**config.mk**
```make
export PLATFORM = sky130hd
export DESIGN_NAME = bcomp_cfg
export DESIGN_NICKNAME = d
export VERILOG_FILES = /design/src/design/bcomp_pkg.sv /design/src/design/bcomp_cfg.sv
export SDC_FILE = /design/constraint.sdc
export NUM_CORES = 1
export LEC_CHECK = 0
export ABC_AREA = 0
export BUFFER_PORTS_ARGS = -buffer_cell sky130_fd_sc_hd__buf_2
export CAP_MARGIN = 20
export CORE_ASPECT_RATIO = 0.7
export CORE_MARGIN = 1
export CORE_UTILIZATION = 45
export DETAILED_ROUTE_END_ITERATION = 8
export PLACE_DENSITY = 0.78
export SETUP_SLACK_MARGIN = 0.05
export SLEW_MARGIN = 30
export SYNTH_ARGS = -nofsm -noshare
export SYNTH_HDL_FRONTEND = slang
export SYNTH_SLANG_ARGS = --single-unit
```
**constraint.sdc**
```tcl
create_clock -name i_clk -period 1.4 [get_ports i_clk]
set_input_delay 0.28 -clock i_clk [delete_from_list [all_inputs] [get_ports i_clk]]
set_output_delay 0.28 -clock i_clk [all_outputs]
set_load 0.005 [all_outputs]
```
**src/design/bcomp_pkg.sv**
```systemverilog
// ----------------------------------------------------------------------------
// bcomp_pkg
// Shared types, widths and constants of the barometric compensation pipeline.
// ----------------------------------------------------------------------------
package bcomp_pkg;

    localparam int RAW_W    = 24;
    localparam int CAL_W    = 16;
    localparam int CFG_IDX_W = 3;
    localparam int DT_W     = 25;
    localparam int TEMP_W   = 19;
    localparam int TEMPC_W  = 20;
    localparam int T2_W     = 18;
    localparam int OS_W     = 40;
    localparam int SQ_W     = 36;
    localparam int TOUT_W   = 15;
    localparam int POUT_W   = 17;

    localparam int TEMP_REF  = 2000;
    localparam int TEMP_COLD = -1500;
    localparam int TEMP_MIN  = -4000;
    localparam int TEMP_MAX  = 8500;
    localparam int PRES_MIN  = 1000;
    localparam int PRES_MAX  = 120000;

    localparam logic [CFG_IDX_W-1:0] CFG_C1 = 3'd0;
    localparam logic [CFG_IDX_W-1:0] CFG_C2 = 3'd1;
    localparam logic [CFG_IDX_W-1:0] CFG_C3 = 3'd2;
    localparam logic [CFG_IDX_W-1:0] CFG_C4 = 3'd3;
    localparam logic [CFG_IDX_W-1:0] CFG_C5 = 3'd4;
    localparam logic [CFG_IDX_W-1:0] CFG_C6 = 3'd5;

    typedef struct packed {
        logic [CAL_W-1:0] c1;
        logic [CAL_W-1:0] c2;
        logic [CAL_W-1:0] c3;
        logic [CAL_W-1:0] c4;
        logic [CAL_W-1:0] c5;
        logic [CAL_W-1:0] c6;
    } t_cal;

    typedef struct packed {
        logic [RAW_W-1:0]         d1;
        logic signed [TEMP_W-1:0] temp;
        logic signed [OS_W-1:0]   off;
        logic signed [OS_W-1:0]   sens;
        logic [T2_W-1:0]          t2;
    } t_first;

    typedef struct packed {
        logic [RAW_W-1:0]         d1;
        logic signed [TOUT_W-1:0] temp;
        logic signed [OS_W-1:0]   off;
        logic signed [OS_W-1:0]   sens;
    } t_corr;

endpackage

```
**src/design/bcomp_cfg.sv**
```systemverilog
// ----------------------------------------------------------------------------
// bcomp_cfg
// Calibration word registers C1..C6 behind a plain write port.
// ----------------------------------------------------------------------------
module bcomp_cfg
    import bcomp_pkg::*;
(
    input  logic                 i_clk,
    input  logic                 i_rst_n,
    input  logic                 i_cfg_we,
    input  logic [CFG_IDX_W-1:0] i_cfg_idx,
    input  logic [CAL_W-1:0]     i_cfg_data,
    output t_cal                 o_cal
);

    t_cal r_cal;

    always_ff @(posedge i_clk) begin
        if (!i_rst_n) begin
            r_cal <= '0;
        end else if (i_cfg_we) begin
            case (i_cfg_idx)
                CFG_C1:  r_cal.c1 <= i_cfg_data;
                CFG_C2:  r_cal.c2 <= i_cfg_data;
                CFG_C3:  r_cal.c3 <= i_cfg_data;
                CFG_C4:  r_cal.c4 <= i_cfg_data;
                CFG_C5:  r_cal.c5 <= i_cfg_data;
                CFG_C6:  r_cal.c6 <= i_cfg_data;
                default: r_cal <= r_cal;
            endcase
        end
    end

    assign o_cal = r_cal;

endmodule

```
# --- Word level (Yosys, flattened, before mapping) ---
# Cells that the tools add are included.
op_classes:
  eq_ne: 5
  n_reduce_logical: 7
ops:
  columns: ["cell", "n"]
  rows:
  - ["AND reduction 2 bit", 6]
  - ["equality test 3 x 2 -> 1 bit (second input constant)", 2]
  - ["equality test 3 bit (second input constant)", 2]
  - ["equality test 3 x 1 -> 1 bit (second input constant)", 1]
  - ["zero test 3 bit", 1]
word_totals:
  output_inout_bits: 96
  register_bits: 96
  word_cells: 18

# --- Logic depth before layout (Yosys ltp) ---
logic_depth:
  word_depth: 2
  ltp_mapped: 4
  ltp_nobuf: 2

# --- Worst setup path after synthesis ---
# OpenSTA, ideal clock, no wires.
synth_path:
  path_kind: "input port to flip-flop"
  startpoint: "in i_cfg_idx[1]"
  endpoint: "reg r_cal, in the netlist o_cal[89]"
  t_arrival_ps: 1207
  t_required_ps: 1277
  setup_time_ps: 123
  path_stages: 4
  slack_ps: 70
  n_path_buf: 2
  cell_sequence: "or4b_1 -> buf_6 -> buf_12 -> mux2i_1"
synth_via:
  elab_chain_len: 2
synth_lines:
  columns: ["item", "line_no", "text"]
  rows:
  - ["start, declared", "bcomp_cfg.sv:11", "input logic [CFG_IDX_W-1:0] i_cfg_idx,"]
  - ["zero test 3 bit", "bcomp_cfg.sv:22", "case (i_cfg_idx)"]
  - ["AND reduction 2 bit (no line)", null, null]
  - ["end signal, assigned", "bcomp_cfg.sv:29", "default: r_cal <= r_cal;"]
  - ["end, declared", "bcomp_cfg.sv:16", "t_cal r_cal;"]
# No other way between the ends.
# A chain may end at the register's enable or synchronous reset.

# --- Final worst setup path ---
layout_path:
  startpoint: "reg r_cal, in the netlist o_cal[90]"
  endpoint: "out o_cal[90] in the netlist's numbering"
layout_rtl:
  columns: ["item", "line_no", "text"]
  rows:
  - ["end, declared", "bcomp_cfg.sv:13", "output t_cal o_cal"]
# No word-level cell between the ends.

==> metrics <==
Fin Hold WS 292 ps; initial antenna violation count 0; Die Footprint 8130 um2; Synth Instances 334; Root Buffer clkbuf_8; RSZ-0062 raised after global routing false; Clock Latency Late Sink 350 ps; CTS Buf Count 9; Final period util 80.8%; Non-Filler Instances 557; area growth from synthesis to layout 28.3%; Synth area leaders dfxtp_1, mux2i_1, nand2_1, buf_2, clkbuf_1; Largest stage delay, worst path 370 ps; dpl hpwl 6250 um; FF+latch area 1920 um2; placed insts 542; Post-CTS Setup Bufs 0; core area 7420 um2; YS warnings 0; DRT Pass-1 Iters 4; drt wl/cell 15.4 um; placed instance area 4280 um2; relative slew slack 80.8%; WP buf/inv 1; CTS resizes 0; Setup crit start kind flip-flop; # diodes 0; status finished clean; Reg clk slew, reported paths 90 ps; CTS Hold Bufs 0; most common cell after layout, fill and taps aside buf_2; Layout Cell Area excl Fill 4480 um2; syn avg cell area 10.5 um2; routed vias 2,700; worst hold path class in -> reg; critical path class reg -> out; GRT overflow 0; CTS tree done; Arr. time, crit path 850 ps; largest net degree at the start of global routing 32; footprint of the multi-input gates 1440 um2; die width 107 um; max-slew violations 0; Clock Skew 0 ps; Syn Nets 356; global-route wire length before repair 13,100 um; CTS HTree Levels 3; final-report hold violation count 0; Initial Utilization 47.1%; CTS Buffer Depth 2; Worst Reg2Reg Path Length in Cells 2; hold path depth 3; Overall Power 5.03 mW; IO Pins 118; DR iter-0 viols 142; Critical Path Sink Type primary output; Worst Max-Slew Pin Slew 287 ps; GP Congestion 0.829; row count 26; most frequent cells in the layout buf_2, nand2_1, mux2i_1, dfxtp_1, buf_4; vias in the first global route 2,587; DRC violations left 0; number of flip-flops under the largest register name 96; Synth Register Bits 96; Max Cap Violations 0; nets 477; Fillers 654; WP data required 1120 ps; sequential-to-total area share from yosys stat 55.0%; Total GRT Usage 21.9%; post-synth top area cell dfxtp_1; CP Depth 1; crit-path max FO 2; min cycle time layout 1130 ps; Power Dens Cells 1120 nW/um2; library cells used by synthesis 13; Mapped Area 3490 um2; Die H 75.7 um; CP top delay family flip-flops; # clock sinks 96; Buffers on Ports 117; worst-path cell chain buf_2; share of layout cells above drive strength 1 32.7%; VDD IR max 0.663 mV; Detailed Route WL 8570 um; Final setup viols 0; Slowest cell on crit path dfxtp_1; Max Clk Rate 0.884 GHz; Routed Antenna Nets 0; Leakage 2.51 nW; post-synth top area share 55.0%; vias per std cell 4.85; TNS Setup 0 ps
[cell usage after synthesis]
library cell	instances
nand2_1	112
dfxtp_1	96
mux2i_1	96
clkbuf_1	11
buf_2	9
nand4b_1	2
nand4bb_1	2
and4bb_2	1
buf_1	1
buf_12	1
buf_4	1
buf_6	1
or4b_1	1
[cells by family (layout without fill, tap and decap cells)]
logic type    Yosys count  count (layout)  synth area share (%)
simple gates          118             118                  13.8
buf+inv                24             149                  3.69
mux                    96              96                  27.5
flops                  96              96                  55.0
[layout make-up]
type                    instances  area share (%)
clock buffers                  11            3.38
clock inverters                 4            1.20
multi-input cells             214            32.2
flip-flops and latches         96            42.9
well taps                      98            2.73
repair buffers                134            17.6
[through the flow]
| step | util, % | setup WS (ps) |
|---|---|---|
| finish | 60.5 | 269 |
| detailed placement | 57.7 | -36.2 |
| floorplan | - | 69.7 |
| CTS | 60.5 | 249 |
| global route | 60.5 | 203 |
| global placement | 57.7 | -17.4 |
[metal layers]
layer	vias to the layer above	share of wire [%]	GRT usage (%)	wire (um)
met2	91	43	34.6	3720
met4	0	0.99	6.39	85
met3	12	8.1	9.32	697
li1	1347	-	-	-
met1	1250	47	27.8	4070
met5	-	0	0	0
[final timing paths]
kind / to / slack, ps / startpoint
worst min-delay path: o_cal[50]$_SDFFE_PN0P_ / 290 / i_rst_n
worst max register to register: o_cal[91]$_SDFFE_PN0P_ / 760 / o_cal[91]$_SDFFE_PN0P_
worst min register to register: o_cal[16]$_SDFFE_PN0P_ / 460 / o_cal[16]$_SDFFE_PN0P_
worst max-delay path: o_cal[90] / 270 / o_cal[90]$_SDFFE_PN0P_
[where the power goes]
| group | switching, mW | internal, mW |
|---|---|---|
| Clock | 0.918 | 0.916 |
| Combinational | 0.208 | 0.164 |
| Sequential | 0.0318 | 2.79 |
| Total | 1.16 | 3.87 |
Note: power is estimated with default switching activity, not from simulation.
