[src/design/bcomp_pkg.sv]
// ----------------------------------------------------------------------------
// bcomp_pkg
// Shared types, widths and constants of the barometric compensation pipeline.
// ----------------------------------------------------------------------------
package bcomp_pkg;

    localparam int RAW_W    = 24;
    localparam int CAL_W    = 16;
    localparam int CFG_IDX_W = 3;
    localparam int DT_W     = 25;
    localparam int TEMP_W   = 19;
    localparam int TEMPC_W  = 20;
    localparam int T2_W     = 18;
    localparam int OS_W     = 40;
    localparam int SQ_W     = 36;
    localparam int TOUT_W   = 15;
    localparam int POUT_W   = 17;

    localparam int TEMP_REF  = 2000;
    localparam int TEMP_COLD = -1500;
    localparam int TEMP_MIN  = -4000;
    localparam int TEMP_MAX  = 8500;
    localparam int PRES_MIN  = 1000;
    localparam int PRES_MAX  = 120000;

    localparam logic [CFG_IDX_W-1:0] CFG_C1 = 3'd0;
    localparam logic [CFG_IDX_W-1:0] CFG_C2 = 3'd1;
    localparam logic [CFG_IDX_W-1:0] CFG_C3 = 3'd2;
    localparam logic [CFG_IDX_W-1:0] CFG_C4 = 3'd3;
    localparam logic [CFG_IDX_W-1:0] CFG_C5 = 3'd4;
    localparam logic [CFG_IDX_W-1:0] CFG_C6 = 3'd5;

    typedef struct packed {
        logic [CAL_W-1:0] c1;
        logic [CAL_W-1:0] c2;
        logic [CAL_W-1:0] c3;
        logic [CAL_W-1:0] c4;
        logic [CAL_W-1:0] c5;
        logic [CAL_W-1:0] c6;
    } t_cal;

    typedef struct packed {
        logic [RAW_W-1:0]         d1;
        logic signed [TEMP_W-1:0] temp;
        logic signed [OS_W-1:0]   off;
        logic signed [OS_W-1:0]   sens;
        logic [T2_W-1:0]          t2;
    } t_first;

    typedef struct packed {
        logic [RAW_W-1:0]         d1;
        logic signed [TOUT_W-1:0] temp;
        logic signed [OS_W-1:0]   off;
        logic signed [OS_W-1:0]   sens;
    } t_corr;

endpackage

[src/design/bcomp_corr.sv]
// ----------------------------------------------------------------------------
// bcomp_corr
// Second-order correction below 20 C and the extra terms below -15 C,
// temperature saturation. Three register stages.
// ----------------------------------------------------------------------------
module bcomp_corr
    import bcomp_pkg::*;
(
    input  logic   i_clk,
    input  logic   i_rst_n,
    input  logic   i_valid,
    output logic   o_ready,
    input  t_first i_data,
    output logic   o_valid,
    input  logic   i_ready,
    output t_corr  o_data
);

    logic [2:0] r_vld;
    logic [2:0] stg_en;

    logic [RAW_W-1:0]          r_s4_d1;
    logic signed [OS_W-1:0]    r_s4_off;
    logic signed [OS_W-1:0]    r_s4_sens;
    logic signed [TEMPC_W-1:0] r_s4_temp, n_s4_temp;
    logic [SQ_W-1:0]           r_s4_sq1, r_s4_sq2;
    logic                      r_s4_cold, r_s4_vcold;
    logic                      n_s4_cold, n_s4_vcold;
    logic signed [TEMPC_W-1:0] d_ref, d_cold, temp_x;
    logic signed [39:0]        sq1_w, sq2_w;

    logic [RAW_W-1:0]         r_s5_d1;
    logic signed [OS_W-1:0]   r_s5_off;
    logic signed [OS_W-1:0]   r_s5_sens;
    logic [OS_W-1:0]          r_s5_off2, n_s5_off2;
    logic [OS_W-1:0]          r_s5_sens2, n_s5_sens2;
    logic signed [TOUT_W-1:0] r_s5_temp, n_s5_temp;
    logic [OS_W-1:0]          sq1_x, sq2_x, five_sq, seven_sq, eleven_sq;

    t_corr r_s6;
    t_corr n_s6;

    assign stg_en[2] = !r_vld[2] || i_ready;
    assign stg_en[1] = !r_vld[1] || stg_en[2];
    assign stg_en[0] = !r_vld[0] || stg_en[1];
    assign o_ready   = stg_en[0];
    assign o_valid   = r_vld[2];
    assign o_data    = r_s6;

    always_comb begin
        temp_x     = TEMPC_W'(i_data.temp);
        d_ref      = temp_x - $signed(TEMPC_W'(TEMP_REF));
        d_cold     = temp_x - $signed(TEMPC_W'(TEMP_COLD));
        sq1_w      = d_ref * d_ref;
        sq2_w      = d_cold * d_cold;
        n_s4_cold  = i_data.temp < TEMP_REF;
        n_s4_vcold = i_data.temp < TEMP_COLD;
        n_s4_temp  = n_s4_cold ? temp_x - $signed({2'b00, i_data.t2}) : temp_x;

        sq1_x      = OS_W'(r_s4_sq1);
        sq2_x      = OS_W'(r_s4_sq2);
        five_sq    = (sq1_x << 2) + sq1_x;
        seven_sq   = (sq2_x << 3) - sq2_x;
        eleven_sq  = (sq2_x << 3) + (sq2_x << 1) + sq2_x;
        n_s5_off2  = (r_s4_cold ? (five_sq >> 1) : '0) + (r_s4_vcold ? seven_sq : '0);
        n_s5_sens2 = (r_s4_cold ? (five_sq >> 2) : '0) + (r_s4_vcold ? (eleven_sq >> 1) : '0);
        if (r_s4_temp < TEMP_MIN) begin
            n_s5_temp = TOUT_W'(TEMP_MIN);
        end else if (r_s4_temp > TEMP_MAX) begin
            n_s5_temp = TOUT_W'(TEMP_MAX);
        end else begin
            n_s5_temp = r_s4_temp[TOUT_W-1:0];
        end

        n_s6.d1   = r_s5_d1;
        n_s6.temp = r_s5_temp;
        n_s6.off  = r_s5_off - $signed(r_s5_off2);
        n_s6.sens = r_s5_sens - $signed(r_s5_sens2);
    end

    always_ff @(posedge i_clk) begin
        if (!i_rst_n) begin
            r_vld <= '0;
        end else begin
            if (stg_en[0]) r_vld[0] <= i_valid;
            if (stg_en[1]) r_vld[1] <= r_vld[0];
            if (stg_en[2]) r_vld[2] <= r_vld[1];
        end
    end

    always_ff @(posedge i_clk) begin
        if (stg_en[0]) begin
            r_s4_d1    <= i_data.d1;
            r_s4_off   <= i_data.off;
            r_s4_sens  <= i_data.sens;
            r_s4_temp  <= n_s4_temp;
            r_s4_sq1   <= sq1_w[SQ_W-1:0];
            r_s4_sq2   <= sq2_w[SQ_W-1:0];
            r_s4_cold  <= n_s4_cold;
            r_s4_vcold <= n_s4_vcold;
        end
        if (stg_en[1]) begin
            r_s5_d1    <= r_s4_d1;
            r_s5_off   <= r_s4_off;
            r_s5_sens  <= r_s4_sens;
            r_s5_off2  <= n_s5_off2;
            r_s5_sens2 <= n_s5_sens2;
            r_s5_temp  <= n_s5_temp;
        end
        if (stg_en[2]) begin
            r_s6 <= n_s6;
        end
    end

endmodule

[config.mk]
export PLATFORM = sky130hd
export DESIGN_NAME = bcomp_corr
export DESIGN_NICKNAME = d
export VERILOG_FILES = /design/src/design/bcomp_pkg.sv /design/src/design/bcomp_corr.sv
export SDC_FILE = /design/constraint.sdc
export NUM_CORES = 2
export LEC_CHECK = 0
export ABC_AREA = 1
export ABC_CLOCK_PERIOD_IN_PS = 20700
export CELL_PAD_IN_SITES_DETAIL_PLACEMENT = 0
export CELL_PAD_IN_SITES_GLOBAL_PLACEMENT = 1
export CORE_ASPECT_RATIO = 1.25
export CORE_UTILIZATION = 40
export DETAILED_ROUTE_END_ITERATION = 12
export DONT_BUFFER_PORTS = 1
export PLACE_DENSITY_LB_ADDON = 0.08
export REMOVE_ABC_BUFFERS = 1
export SYNTH_ARGS = -nofsm -noshare
export SYNTH_HDL_FRONTEND = slang
export SYNTH_SLANG_ARGS = --single-unit
[constraint.sdc]
create_clock -name i_clk -period 20.7 [get_ports i_clk]
set_input_delay 0 -clock i_clk [delete_from_list [all_inputs] [get_ports i_clk]]
set_output_delay 0 -clock i_clk [all_outputs]
set_load 0.05 [all_outputs]
# After elaboration in Yosys (flattened, before gate mapping)
# Cells that the tools add are included.
# word_totals
out_inout_bits	121
register_bits	519
in_bits	145
word_cells	52
# classes
n_mul	2
muxes	6
magnitude_cmp	4
n_reduce_logical	7
n_addsub	11
# op_table
cell	count
subtractor 40 bit	2
multiplier 20 x 20 -> 36 bit	2
adder 37 x 39 -> 40 bit	1
adder 38 x 40 -> 40 bit	1
adder 39 x 37 -> 40 bit	1
adder 40 x 36 -> 40 bit	1
two-way mux 40 bit	1
subtractor 19 x 12 -> 20 bit (second input constant)	2
subtractor 39 x 36 -> 40 bit	1
adder 38 x 36 -> 39 bit	1
two-way mux 39 bit	1
less-than comparator 19 x 12 -> 1 bit (second input constant)	2
two-way mux 38 bit	1
two-way mux 37 bit	1
> comparator 20 x 15 -> 1 bit (second input constant)	1
less-than comparator 20 x 13 -> 1 bit (second input constant)	1
two-way mux 20 bit	1
subtractor 19 x 19 -> 20 bit	1
two-way mux 15 bit	1
zero test 1 bit	3
logical OR 1 bit	3
OR reduction 2 bit	1

# Depth between registers and ports, before layout
# depth
depth_word	4
mapped_depth	44
mapped_depth_nobuf	41

# Least setup slack after synthesis
# Ideal clock, no wire load.
# synth_timing
path_type	flip-flop to flip-flop
startpoint	register r_vld[2]
endpoint	register r_s4_cold (enable)
period_less_slack_ns	8.680
stages_incl_launch_ff	4
slack_ns	12.020
setup_ns	1.650
arrival_ns	7.030
n_path_buf	0
t_required_ns	19.050
path_cell_list	dfxtp_1 > nand2_1 > nor2_1 > nand2_1
# synth_via
elab_chain_cells	4
# synth_lines
item	line_no	source
from (decl)	bcomp_corr.sv:19	logic [2:0] r_vld;
from (signal assigned)	bcomp_corr.sv:87	if (stg_en[2]) r_vld[2] <= r_vld[1];
zero test 1 bit	bcomp_corr.sv:43	assign stg_en[2] = !r_vld[2] || i_ready;
logical OR 1 bit	bcomp_corr.sv:43	
net stg_en[2]	bcomp_corr.sv:20	logic [2:0] stg_en;
logical OR 1 bit	bcomp_corr.sv:44	assign stg_en[1] = !r_vld[1] || stg_en[2];
logical OR 1 bit	bcomp_corr.sv:45	assign stg_en[0] = !r_vld[0] || stg_en[1];
net o_ready	bcomp_corr.sv:12	output logic o_ready,
to (signal assigned)	bcomp_corr.sv:99	r_s4_cold <= n_s4_cold;
to (decl)	bcomp_corr.sv:27	logic r_s4_cold, r_s4_vcold;
# The timed path passes the listed nets, and every way through them passes these cells.
# A chain may end at the register's enable or synchronous reset.

# Worst setup path after layout
# layout_timing
startpoint	input port i_data[112] in the netlist's numbering
endpoint	register r_s4_sq2[28] (data pin)
# layout_via
elab_chain_cells	2
# layout_lines
item	line_no	source
from (decl)	bcomp_corr.sv:13	input t_first i_data,
subtractor 19 x 12 -> 20 bit	bcomp_corr.sv:53	d_cold = temp_x - $signed(TEMPC_W'(TEMP_COLD));
multiplier 20 x 20 -> 36 bit	bcomp_corr.sv:55	sq2_w = d_cold * d_cold;
net sq2_w[28]	bcomp_corr.sv:30	logic signed [39:0] sq1_w, sq2_w;
to (signal assigned)	bcomp_corr.sv:98	r_s4_sq2 <= sq2_w[SQ_W-1:0];
to (decl)	bcomp_corr.sv:26	logic [SQ_W-1:0] r_s4_sq1, r_s4_sq2;
# The timed path passes the listed nets, and every way through them passes these cells.

==> impl_results.md <==
- Largest net degree at the start of global routing: 85
- Die area: 153000 um^2
- CTS Buf Count: 55
- Avg Inst Size Synth: 8.51 um^2
- Fin Setup TNS: 0 ns
- Clock slew at reported path FFs: 0.06 ns
- Final nets: 8723
- Fill cells: 15100
- Arrival time worst endpoint: 8.20 ns
- Dpl cells: 9065
- Cell mode on critical path: fa_1
- Final Max Slew Viols: 0
- DRC: 0
- Mapped Cells: 7102
- Hold-fix buffers, CTS: 254
- Skew final: 0.0425 ns
- WL final: 199000 um
- Vias in the first global route: 51200
- Met1 GRT Util: 28.7%
- CTS tree: done
- Crit path kind: in -> reg
- Fraction of layout cells with a size suffix above 1: 2.42%
- Fmax: 0.128 GHz
- Min-Delay Path Class: in -> reg
- Total global-route track usage: 26.2%
- Critical path's top delay family: adder cells
- DR iter-0 viols: 2344
- CP max-delay cell: fa_1
- Port bufs: 0
- Latest clock arrival within the worst-skew pair: 0.69 ns
- Sinks on the clock net: 514
- Starting Density: 40.3%
- Die Height: 437 um
- Warnings from Yosys: 0
- Slew margin rel.: 15.3%
- Post-synth ARST share: 0%
- Router iterations before antenna repair: 6
- Top Usage Layer GRT: met2
- Post-route insts no fill: 9421
- Final hold vios: 0
- Synth area leader: edfxtp_1
- Mapped Area: 60400 um^2
- Chip Width: 350 um
- Vias: 47700
- Yosys top cell area share: 25.4%
- Crit end category: register
- EDFF count, synth: 511
- Fin crit share: 37.6%
- Met2 Track Usage GR: 49.7%
- Post-synthesis cell type count: 56
- Seq/Total Area, Yosys: 25.5%
- Post-route ant nets: 0
- First-pass GRT wire length: 302000 um
- CP Launch Type: input port
- Worst-path fanout max: 24
- GR Layer Usage met3: 2.21%
- Final setup viols: 0
- Area grow syn2layout: 11.1%
- #FFs+latches synth: 514
- Grt ovf: 0
- RSZ-0062 raised after global routing: false
- Status: completed
- Via-to-Cell Ratio: 5.07
- Cell Rows: 159
- Worst slew pin tran: 1.27 ns
- Worst path max stage delay: 0.68 ns
- Top_reg_cell synth: edfxtp_1
- # resized after CTS: 0
- H-tree depth: 2
- I/O pin count: 266
- Buf/Inv on CP: 8
- Routability-driven placement congestion ratio: 0.968
- CTS max path bufs: 3
- Max-cap violation count: 0
- Drt wl/cell: 21.1 um
- Top post-synthesis cells by area: edfxtp_1 25%, fa_1 25%, ha_1 9.8%, inv_1 9.8%, nand2_1 6.7%
- DP Wirelength: 165000 um
- Post-CTS setup buffers: 0
- WP data required: 21.12 ns
- Final Critical Period: 7.79 ns
- Clk root buf: clkbuf_16
- Initial antenna violation count: 1
- Core Region: 150000 um^2
[cells by family after synthesis]
family,synth area share (%)
AO/OA/AOI/OAI,10.2
XOR/XNOR,3.81
adder cells (fa/ha/maj),34.4
buffers and inverters,10.5
flip-flops,25.5
other,0.00621
AND/OR/NAND/NOR,15.6
[per-stage QoR]
stage	hold WS, ns	setup WS (ns)	instance area (um^2)	util [%]
2_1_floorplan	0.0989	12.02	60100	-
3_3_place_gp	0.0989	12.16	62800	41.9
3_5_place_dp	0.0989	12.10	62800	41.9
4_1_cts	0.00865	12.77	67100	44.8
5_1_grt	0.0645	12.20	67100	44.8
6_report	0.0599	12.91	67100	44.8
[placed cells by master (no fill, tap or decap), types with 208 or more instances in the layout]
cell type	Yosys	routed
inv_1	1570	1569
nor2_1	866	866
fa_1	743	743
dlygate4sd3_1	0	254
ha_1	471	471
o21ai_0	349	349
nand3_1	208	208
a21oi_1	488	488
edfxtp_1	511	511
nand2_1	1071	1069
[layout make-up]
type                       count  area (um^2)  area share [%]
multi-input combinational   4923        38700            57.7
sequential                   514        15400            22.9
inverter                    1587         5960            8.88
timing repair buffer         283         2760            4.11
tap                         2012         2520            3.75
clock buffer                  61         1420            2.11
clock inverter                40          358           0.533
antenna                        1         2.50         0.00373
[routing by layer]
metal,up-vias,routed length [um]
li1,23100,-
met1,23300,75900
met2,1046,105000
met3,347,6190
met4,0,12100
met5,-,0
[path summary, 6_finish.rpt]
| path | startpoint | to | slack (ns) | cells past startpoint |
|---|---|---|---|---|
| max | i_data[112] | r_s4_sq2[28] | 12.91 | 28 |
| min | i_data[13] | r_s4_temp[13] | 0.06 | 4 |
| max reg2reg | r_s4_sq1[0] | r_s5_off2[38] | 14.60 | 21 |
| min reg2reg | r_s5_temp[2] | o_data[82] | 0.41 | 0 |
[synthesized netlist by cell type (43+ instances only)]
cell	instances
fa_1	743
nor2_1	866
ha_1	471
o21ai_0	349
edfxtp_1	511
a21oi_1	488
a21o_1	56
nor3_1	71
nand2_1	1071
a31oi_1	65
o21bai_1	53
nand3_1	208
nand4_1	43
xor2_1	171
xnor2_1	85
inv_1	1570
[sequential cells by signal, summed over array words and instances, names as in the netlist]
name / flops
o_data: 119
r_s4_cold: 1
r_s4_d1: 24
r_s4_off: 40
r_s4_sens: 40
r_s4_sq1: 35
r_s4_sq2: 33
r_s4_temp: 20
r_s4_vcold: 1
r_s5_d1: 24
r_s5_off: 40
r_s5_off2: 40
r_s5_sens: 40
r_s5_sens2: 39
r_s5_temp: 15
r_vld: 3
[worst register-to-register path, stage by stage, from the launching register on]
cell and delay [ns]:
edfxtp_1 0.69, ha_1 0.40, ha_1 0.36, nand2_1 0.09, inv_1 0.07, nand2_1 0.05
nand2_1 0.14, a21boi_0 0.19, o21ai_1 0.46, nand2_1 0.10, nand2_1 0.16, o21ai_0 0.10
a21oi_1 0.88, ha_1 0.48, a21oi_1 0.23, nand2_1 0.11, a21boi_0 0.40, nand2_1 0.15
nand2_1 0.09, nand4_1 0.22, o21ai_0 0.23, nand2_1 0.19
Power is left out: the tool's default activity adds up to more than one toggle a clock period on the data nets, which glitch-free logic cannot reach.
