[config.mk]
export PLATFORM = sky130hd
export DESIGN_NAME = bcomp_pres
export DESIGN_NICKNAME = d
export VERILOG_FILES = /design/src/design/bcomp_pkg.sv /design/src/design/bcomp_pres.sv
export SDC_FILE = /design/constraint.sdc
export NUM_CORES = 2
export LEC_CHECK = 0
export BUFFER_PORTS_ARGS = -buffer_cell sky130_fd_sc_hd__buf_2
export CORE_AREA = 3 3 335 337
export CTS_CLUSTER_SIZE = 10
export DETAILED_ROUTE_END_ITERATION = 16
export DIE_AREA = 0 0 338 340
export SKIP_LAST_GASP = 1
export SLEW_MARGIN = 25
export SYNTH_ARGS = -nofsm -noshare
export SYNTH_HDL_FRONTEND = slang
export SYNTH_SLANG_ARGS = --single-unit
[constraint.sdc]
create_clock -name i_clk -period 11.9 [get_ports i_clk]
set_input_delay 3.57 -clock i_clk [delete_from_list [all_inputs] [get_ports i_clk]]
set_output_delay 3.57 -clock i_clk [all_outputs]
set_load 0.005 [all_outputs]
[src/design/bcomp_pkg.sv]
// ----------------------------------------------------------------------------
// bcomp_pkg
// Shared types, widths and constants of the barometric compensation pipeline.
// ----------------------------------------------------------------------------
package bcomp_pkg;

    localparam int RAW_W    = 24;
    localparam int CAL_W    = 16;
    localparam int CFG_IDX_W = 3;
    localparam int DT_W     = 25;
    localparam int TEMP_W   = 19;
    localparam int TEMPC_W  = 20;
    localparam int T2_W     = 18;
    localparam int OS_W     = 40;
    localparam int SQ_W     = 36;
    localparam int TOUT_W   = 15;
    localparam int POUT_W   = 17;

    localparam int TEMP_REF  = 2000;
    localparam int TEMP_COLD = -1500;
    localparam int TEMP_MIN  = -4000;
    localparam int TEMP_MAX  = 8500;
    localparam int PRES_MIN  = 1000;
    localparam int PRES_MAX  = 120000;

    localparam logic [CFG_IDX_W-1:0] CFG_C1 = 3'd0;
    localparam logic [CFG_IDX_W-1:0] CFG_C2 = 3'd1;
    localparam logic [CFG_IDX_W-1:0] CFG_C3 = 3'd2;
    localparam logic [CFG_IDX_W-1:0] CFG_C4 = 3'd3;
    localparam logic [CFG_IDX_W-1:0] CFG_C5 = 3'd4;
    localparam logic [CFG_IDX_W-1:0] CFG_C6 = 3'd5;

    typedef struct packed {
        logic [CAL_W-1:0] c1;
        logic [CAL_W-1:0] c2;
        logic [CAL_W-1:0] c3;
        logic [CAL_W-1:0] c4;
        logic [CAL_W-1:0] c5;
        logic [CAL_W-1:0] c6;
    } t_cal;

    typedef struct packed {
        logic [RAW_W-1:0]         d1;
        logic signed [TEMP_W-1:0] temp;
        logic signed [OS_W-1:0]   off;
        logic signed [OS_W-1:0]   sens;
        logic [T2_W-1:0]          t2;
    } t_first;

    typedef struct packed {
        logic [RAW_W-1:0]         d1;
        logic signed [TOUT_W-1:0] temp;
        logic signed [OS_W-1:0]   off;
        logic signed [OS_W-1:0]   sens;
    } t_corr;

endpackage

[src/design/bcomp_pres.sv]
// ----------------------------------------------------------------------------
// bcomp_pres
// Pressure: D1*SENS as two partial products, scaling, offset removal and
// saturation, ending in the output register. Four register stages.
// ----------------------------------------------------------------------------
module bcomp_pres
    import bcomp_pkg::*;
(
    input  logic                     i_clk,
    input  logic                     i_rst_n,
    input  logic                     i_valid,
    output logic                     o_ready,
    input  t_corr                    i_data,
    output logic                     o_valid,
    input  logic                     i_ready,
    output logic signed [TOUT_W-1:0] o_temp,
    output logic [POUT_W-1:0]        o_pres
);

    logic [3:0] r_vld;
    logic [3:0] stg_en;

    logic signed [TOUT_W-1:0] r_s7_temp, r_s8_temp, r_s9_temp, r_s10_temp;
    logic signed [OS_W-1:0]   r_s7_off, r_s8_off;
    logic [43:0]              r_s7_lo, n_s7_lo;
    logic signed [44:0]       r_s7_hi, n_s7_hi;
    logic signed [63:0]       r_s8_prod, n_s8_prod;
    logic signed [42:0]       r_s9_q;
    logic signed [63:0]       q_w;
    logic signed [42:0]       p_w;
    logic [POUT_W-1:0]        r_s10_pres, n_s10_pres;

    assign stg_en[3] = !r_vld[3] || i_ready;
    assign stg_en[2] = !r_vld[2] || stg_en[3];
    assign stg_en[1] = !r_vld[1] || stg_en[2];
    assign stg_en[0] = !r_vld[0] || stg_en[1];
    assign o_ready   = stg_en[0];
    assign o_valid   = r_vld[3];
    assign o_temp    = r_s10_temp;
    assign o_pres    = r_s10_pres;

    always_comb begin
        n_s7_lo   = i_data.d1 * i_data.sens[19:0];
        n_s7_hi   = $signed({1'b0, i_data.d1}) * $signed(i_data.sens[OS_W-1:20]);
        n_s8_prod = ($signed(64'(r_s7_hi)) <<< 20) + $signed({20'd0, r_s7_lo});
        q_w       = (r_s8_prod >>> 21) - $signed(64'(r_s8_off));
        p_w       = r_s9_q >>> 15;
        if (p_w < PRES_MIN) begin
            n_s10_pres = POUT_W'(PRES_MIN);
        end else if (p_w > PRES_MAX) begin
            n_s10_pres = POUT_W'(PRES_MAX);
        end else begin
            n_s10_pres = p_w[POUT_W-1:0];
        end
    end

    always_ff @(posedge i_clk) begin
        if (!i_rst_n) begin
            r_vld <= '0;
        end else begin
            if (stg_en[0]) r_vld[0] <= i_valid;
            if (stg_en[1]) r_vld[1] <= r_vld[0];
            if (stg_en[2]) r_vld[2] <= r_vld[1];
            if (stg_en[3]) r_vld[3] <= r_vld[2];
        end
    end

    always_ff @(posedge i_clk) begin
        if (stg_en[0]) begin
            r_s7_temp <= i_data.temp;
            r_s7_off  <= i_data.off;
            r_s7_lo   <= n_s7_lo;
            r_s7_hi   <= n_s7_hi;
        end
        if (stg_en[1]) begin
            r_s8_temp <= r_s7_temp;
            r_s8_off  <= r_s7_off;
            r_s8_prod <= n_s8_prod;
        end
        if (stg_en[2]) begin
            r_s9_temp <= r_s8_temp;
            r_s9_q    <= q_w[42:0];
        end
        if (stg_en[3]) begin
            r_s10_temp <= r_s9_temp;
            r_s10_pres <= n_s10_pres;
        end
    end

endmodule

After elaboration in Yosys (flattened, before gate mapping). Cells that the tools add are included.

$add $sub $neg: 2. $mul: 2. Order comparisons: 2. Mux-type cells: 1. Reductions and logical operators: 9.

Operator list (number): $add A64 B45 Y64 (1); $mul A24 B20 Y44 (1); $mul A25 B20 Y44 (1); $sub A43 B40 Y43 (1); $gt A28 B18 Y1 const B (1); $lt A28 B11 Y1 const B (1); $mux W17 (1); $logic_not A1 Y1 (4); $logic_or A1 B1 Y1 (4); $reduce_or A2 Y1 (1).

Bits in registers: 356. Input bits: 123. Output and inout bits: 34. Word-level logic and storage cells: 32.

Longest topological paths before layout.
Depth after elaboration: 5. Depth in mapped cells: 27. Depth with buffers taken out: 26.

Worst setup path before layout. OpenSTA, ideal clock, no wires.

Path type: input port to output port. Start: input i_ready. End: output o_ready. Data arrival time: 6.474 ns. Required time: 8.330 ns. Setup slack: 1.856 ns. Stages: 3. Path buffers: 0. Path through: nor2b_1 -> and3_1 -> nand2_1.

Longest elaborated chain between the ends: 4.

RTL lines: from (decl) (RTL line bcomp_pres.sv:15) `input logic i_ready,`; $logic_or A1 B1 Y1 (RTL line bcomp_pres.sv:33) `assign stg_en[3] = !r_vld[3] || i_ready;`; $logic_or A1 B1 Y1 (RTL line bcomp_pres.sv:34) `assign stg_en[2] = !r_vld[2] || stg_en[3];`; $logic_or A1 B1 Y1 (RTL line bcomp_pres.sv:35) `assign stg_en[1] = !r_vld[1] || stg_en[2];`; $logic_or A1 B1 Y1 (RTL line bcomp_pres.sv:36) `assign stg_en[0] = !r_vld[0] || stg_en[1];`; to (decl) (RTL line bcomp_pres.sv:12) `output logic o_ready,`.

No other way between the ends.

Worst setup path after layout.
Start: input i_data[113] in the netlist's numbering. End: register r_s7_hi[40] (data pin).

Longest elaborated chain between the ends: 1.

RTL lines: from (decl) (RTL line bcomp_pres.sv:13) `input t_corr i_data,`; $mul A25 B20 Y44 (RTL line bcomp_pres.sv:44) `n_s7_hi = $signed({1'b0, i_data.d1}) * $signed(i_data.sens[OS_W-1:20]);`; net n_s7_hi[40] (RTL line bcomp_pres.sv:26) `logic signed [44:0] r_s7_hi, n_s7_hi;`; to (signal assigned) (RTL line bcomp_pres.sv:73) `r_s7_hi <= n_s7_hi;`; to (decl) (RTL line bcomp_pres.sv:26).

The timed path passes the listed nets, and every way through them passes these cells. A chain may end at the register's enable or synchronous reset.

==> run_summary.xml <==
<?xml version="1.0" encoding="UTF-8"?>
<metrics>
  <group name="grt">
    <metric name="maximum_number_of_pins_on_one_net_before_global_route_repair" unit="">75</metric>
    <metric name="grt_usage" unit="%">18.77</metric>
    <metric name="grt_pass1_vias" unit="">30920</metric>
    <metric name="grt_util_met1" unit="%">27.32</metric>
    <metric name="most_used_layer_global_route" unit="">met2</metric>
    <metric name="globalRouteMet2Util" unit="%">29.99</metric>
    <metric name="grt_pass1_wl" unit="mm">170.0</metric>
    <metric name="met3_usage" unit="%">2.443</metric>
    <metric name="antenna_found_initial" unit="">12</metric>
    <metric name="grt.overflow.total" unit="">0</metric>
  </group>
  <group name="synth">
    <metric name="synth.cell_area" unit="sq um">43570</metric>
    <metric name="postSynthNetCount" unit="">5643</metric>
    <metric name="yosysSeqAreaShare" unit="%">20.59</metric>
    <metric name="yosys_most_used_dff" unit="">sky130_fd_sc_hd__edfxtp_1</metric>
    <metric name="post_synth_inst_count" unit="">4344</metric>
    <metric name="postSynth.asyncResetShare" unit="%">0</metric>
    <metric name="synthDistinctLibCells" unit="">60</metric>
    <metric name="ys_seq_elements" unit="">300</metric>
    <metric name="syn_avg_cell_area" unit="sq um">10.03</metric>
    <metric name="yosysWarnings" unit="">0</metric>
    <metric name="synth_edf_count" unit="">296</metric>
  </group>
  <group name="cts">
    <metric name="clk_pin_slew" unit="ns">0.05</metric>
    <metric name="post_cts_buffers" unit="">0</metric>
    <metric name="post_cts_resize_count" unit="">0</metric>
    <metric name="clkSinkCount" unit="">300</metric>
    <metric name="cts_tree" unit="">yes</metric>
    <metric name="clock_path_buffers" unit="">3</metric>
    <metric name="clock_insertion_delay_worst_skew" unit="ns">0.57</metric>
    <metric name="cts_inserted_buffers" unit="">39</metric>
    <metric name="holdBufCountCts" unit="">0</metric>
    <metric name="ctsHtreeMaxLevel" unit="">2</metric>
    <metric name="clock_tree.root_cell" unit="">sky130_fd_sc_hd__clkbuf_16</metric>
  </group>
  <group name="worst_setup_path">
    <metric name="timing.setup.critical_path_class" unit="">primary input to flop</metric>
    <metric name="cp_data_required_time" unit="ns">12.18</metric>
    <metric name="cp_num_buf_inv" unit="">7</metric>
    <metric name="critPathLaunchType" unit="">primary input</metric>
    <metric name="timing.critical_path.arrival" unit="ns">10.81</metric>
    <metric name="critical-path-slowest-cell" unit="">sky130_fd_sc_hd__a2111oi_0</metric>
    <metric name="setup.worst_path.end_class" unit="">flop</metric>
    <metric name="timing.critical_path.fanout_max" unit="">21</metric>
    <metric name="cpLargestDelayFamily" unit="">adder cells</metric>
    <metric name="critical_path.cell_chain" unit="">buf_2 &gt; buf_4 &gt; nand2_1 &gt; fa_1 &gt; inv_1 &gt; fa_1 &gt; inv_1 &gt; fa_1 &gt; inv_1 &gt; fa_1 &gt; fa_1 &gt; fa_1 &gt; inv_1 &gt; fa_1 &gt; inv_1 &gt; ha_1 &gt; a21o_1 &gt; a211o_1 &gt; a221oi_1 &gt; a211o_1 &gt; o31ai_1 &gt; a2111oi_0 &gt; xnor2_1</metric>
    <metric name="critPathMostFrequentCell" unit="">sky130_fd_sc_hd__fa_1</metric>
    <metric name="critPathMaxStageDelay" unit="ns">0.61</metric>
  </group>
  <group name="status">
    <metric name="run_status" unit="">finished clean</metric>
  </group>
  <group name="sta">
    <metric name="layout_skew" unit="ns">0.02088</metric>
    <metric name="final.hold.worst_slack" unit="ns">0.4118</metric>
    <metric name="fin_setup_tns" unit="ns">0</metric>
    <metric name="maxSlewHeadroom" unit="%">33.95</metric>
    <metric name="post_layout_min_period" unit="ns">10.53</metric>
    <metric name="timing.final.crit_share" unit="%">88.53</metric>
    <metric name="worstMarginPinSlew" unit="ns">0.9908</metric>
    <metric name="rsz_0062_raised_after_global_routing" unit="">no</metric>
    <metric name="maxClockFrequency" unit="GHz">0.09493</metric>
    <metric name="finalMaxSlewViolations" unit="">0</metric>
    <metric name="final_number_of_hold_violating_endpoints" unit="">0</metric>
    <metric name="setup-violations-final" unit="">0</metric>
  </group>
  <group name="final_layout">
    <metric name="synth_to_layout_area_growth" unit="%">7.935</metric>
    <metric name="multi_input_comb_area" unit="sq um">30390</metric>
    <metric name="final_design_area_no_fill" unit="sq um">47030</metric>
    <metric name="final_layout_size_suffix_gt1_share" unit="%">6.067</metric>
    <metric name="stdcell_count" unit="">5898</metric>
    <metric name="regArea" unit="sq um">8969</metric>
    <metric name="final_stage_net_count" unit="">5692</metric>
    <metric name="final_layout_fill_cell_count" unit="">10610</metric>
  </group>
  <group name="routing">
    <metric name="remaining_drc_errors" unit="">0</metric>
    <metric name="routedWlPerCell" unit="um">17.82</metric>
    <metric name="initialDrtViolationCount" unit="">1578</metric>
    <metric name="detail_route.vias_per_cell" unit="">4.973</metric>
    <metric name="detail-route-antenna-nets" unit="">0</metric>
    <metric name="vias" unit="">29330</metric>
    <metric name="drt-pass1-iter-count" unit="">5</metric>
    <metric name="detail_route.wirelength" unit="mm">105.1</metric>
  </group>
  <group name="placement">
    <metric name="place_congestion" unit="">0.8452</metric>
    <metric name="placedInstanceArea" unit="sq um">45830</metric>
    <metric name="post-place-cells" unit="">5828</metric>
    <metric name="place.detailed.hpwl" unit="mm">84.21</metric>
    <metric name="placement.io_buffers" unit="">156</metric>
  </group>
  <group name="floorplanning">
    <metric name="placeable_core_area" unit="sq um">109200</metric>
    <metric name="total_i_o_pin_count" unit="">157</metric>
    <metric name="placementRows" unit="">121</metric>
    <metric name="die_area" unit="sq um">114900</metric>
    <metric name="die_height" unit="um">340</metric>
    <metric name="floorplan.die.width" unit="um">338</metric>
    <metric name="initial_utilization" unit="%">39.91</metric>
  </group>
  <group name="min_path">
    <metric name="min-delay-path-class" unit="">flop to flop</metric>
  </group>
  <group name="flow_run">
    <metric name="maxCapViolCount" unit="">0</metric>
  </group>
</metrics>
## cell usage after synthesis, drive strengths merged (21+ instances only)
| cell | count | area, sq um |
|---|---|---|
| inv | 926 | 3476 |
| fa | 785 | 15720 |
| nand2 | 547 | 2053 |
| and2 | 469 | 2934 |
| ha | 391 | 4892 |
| edfxtp | 296 | 8889 |
| clkbuf | 191 | 716.9 |
| a21oi | 106 | 530.5 |
| xnor2 | 99 | 867.1 |
| nor2 | 79 | 304.0 |
| a21o | 70 | 525.5 |
| o21ai | 61 | 312.8 |
| nand3 | 40 | 200.2 |
| xor2 | 38 | 332.8 |
| nand2b | 30 | 187.7 |
| nor2b | 21 | 131.4 |
## state kept, by name, summed over array words and instances (netlist names)
register / cells
r_s8_off: 40
r_s9_q: 28
r_s7_lo: 24
o_pres: 17
r_s9_temp: 15
r_vld: 4
o_temp: 15
r_s8_temp: 15
r_s7_temp: 15
r_s7_off: 40
r_s8_prod: 43
r_s7_hi: 44
## routing by layer
layer,vias up,part of all wire (%)
met4,14,2.1
met5,-,0.088
met1,15010,46
met2,765,46
li1,13390,-
met3,157,5.9
## kinds of logic after synthesis
family / share of synthesized area, %
AND/OR/NAND/NOR: 14.38
adder cells (fa/ha/maj): 47.30
buffers and inverters: 9.698
AO/OA/AOI/OAI: 5.233
flip-flops: 20.59
XOR/XNOR: 2.754
multiplexers: 0.04595
## final cells by class
class,count,area share (%)
multi-input combinational,2920,64.62
inverter,926,7.397
clock inverter,12,0.2794
sequential,300,19.07
timing repair buffer,206,2.466
antenna,5,0.02661
clock buffer,53,2.208
tap,1476,3.927
## cells in the final DEF (no fill, tap or decap), types with 6 or more instances in the layout
master                        n
sky130_fd_sc_hd__a211oi_1    16
sky130_fd_sc_hd__a21o_1      70
sky130_fd_sc_hd__a21oi_1    106
sky130_fd_sc_hd__a31oi_1     15
sky130_fd_sc_hd__and2_1     469
sky130_fd_sc_hd__and3_1      19
sky130_fd_sc_hd__buf_2      156
sky130_fd_sc_hd__buf_4       49
sky130_fd_sc_hd__clkbuf_1    13
sky130_fd_sc_hd__clkbuf_16   39
sky130_fd_sc_hd__clkinv_1     7
sky130_fd_sc_hd__edfxtp_1   296
sky130_fd_sc_hd__fa_1       785
sky130_fd_sc_hd__ha_1       391
sky130_fd_sc_hd__inv_1      925
sky130_fd_sc_hd__nand2_1    545
sky130_fd_sc_hd__nand2b_1    30
sky130_fd_sc_hd__nand3_1     40
sky130_fd_sc_hd__nand4_1     19
sky130_fd_sc_hd__nor2_1      78
sky130_fd_sc_hd__nor2b_1     21
sky130_fd_sc_hd__nor3_1      12
sky130_fd_sc_hd__nor4_1       6
sky130_fd_sc_hd__o21a_1      19
sky130_fd_sc_hd__o21ai_0     54
sky130_fd_sc_hd__o21bai_1    15
sky130_fd_sc_hd__xnor2_1     99
sky130_fd_sc_hd__xor2_1      38
## final timing paths
check	depth (start not counted)	from	end	slack, ns
hold reg to reg	0	r_s9_temp[11]$_DFFE_PP_	o_temp[11]$_DFFE_PP_	0.41
setup / recovery	23	i_data[113]	r_s7_hi[40]$_DFFE_PP_	1.37
hold / removal	0	r_s9_temp[11]$_DFFE_PP_	o_temp[11]$_DFFE_PP_	0.41
setup reg to reg	11	r_s7_lo[21]$_DFFE_PP_	r_s8_prod[51]$_DFFE_PP_	8.45
## per-stage QoR
stage | worst slack [ns] | utilization (%)
after detailed placement | 0.8596 | 41.99
after floorplan | 1.856 | -
after CTS | 1.444 | 43.06
after global placement | 0.8451 | 41.99
final | 1.365 | 43.08
after global routing | 1.150 | 43.07
## worst register-to-register path, stage by stage, from the launching register on
cell                       delay (ns)
sky130_fd_sc_hd__edfxtp_1        0.47
sky130_fd_sc_hd__ha_1            0.32
sky130_fd_sc_hd__a31o_2          0.14
sky130_fd_sc_hd__a21oi_1         0.09
sky130_fd_sc_hd__nand2b_1        0.18
sky130_fd_sc_hd__a211oi_1        0.41
sky130_fd_sc_hd__o21ai_0         0.22
sky130_fd_sc_hd__nand3_1         0.20
sky130_fd_sc_hd__nand2_1         0.11
sky130_fd_sc_hd__o21ai_1         0.64
sky130_fd_sc_hd__nand3_1         0.18
sky130_fd_sc_hd__xnor2_1         0.20
Power is left out: the tool's default activity adds up to more than one toggle a clock period on the data nets, which glitch-free logic cannot reach.
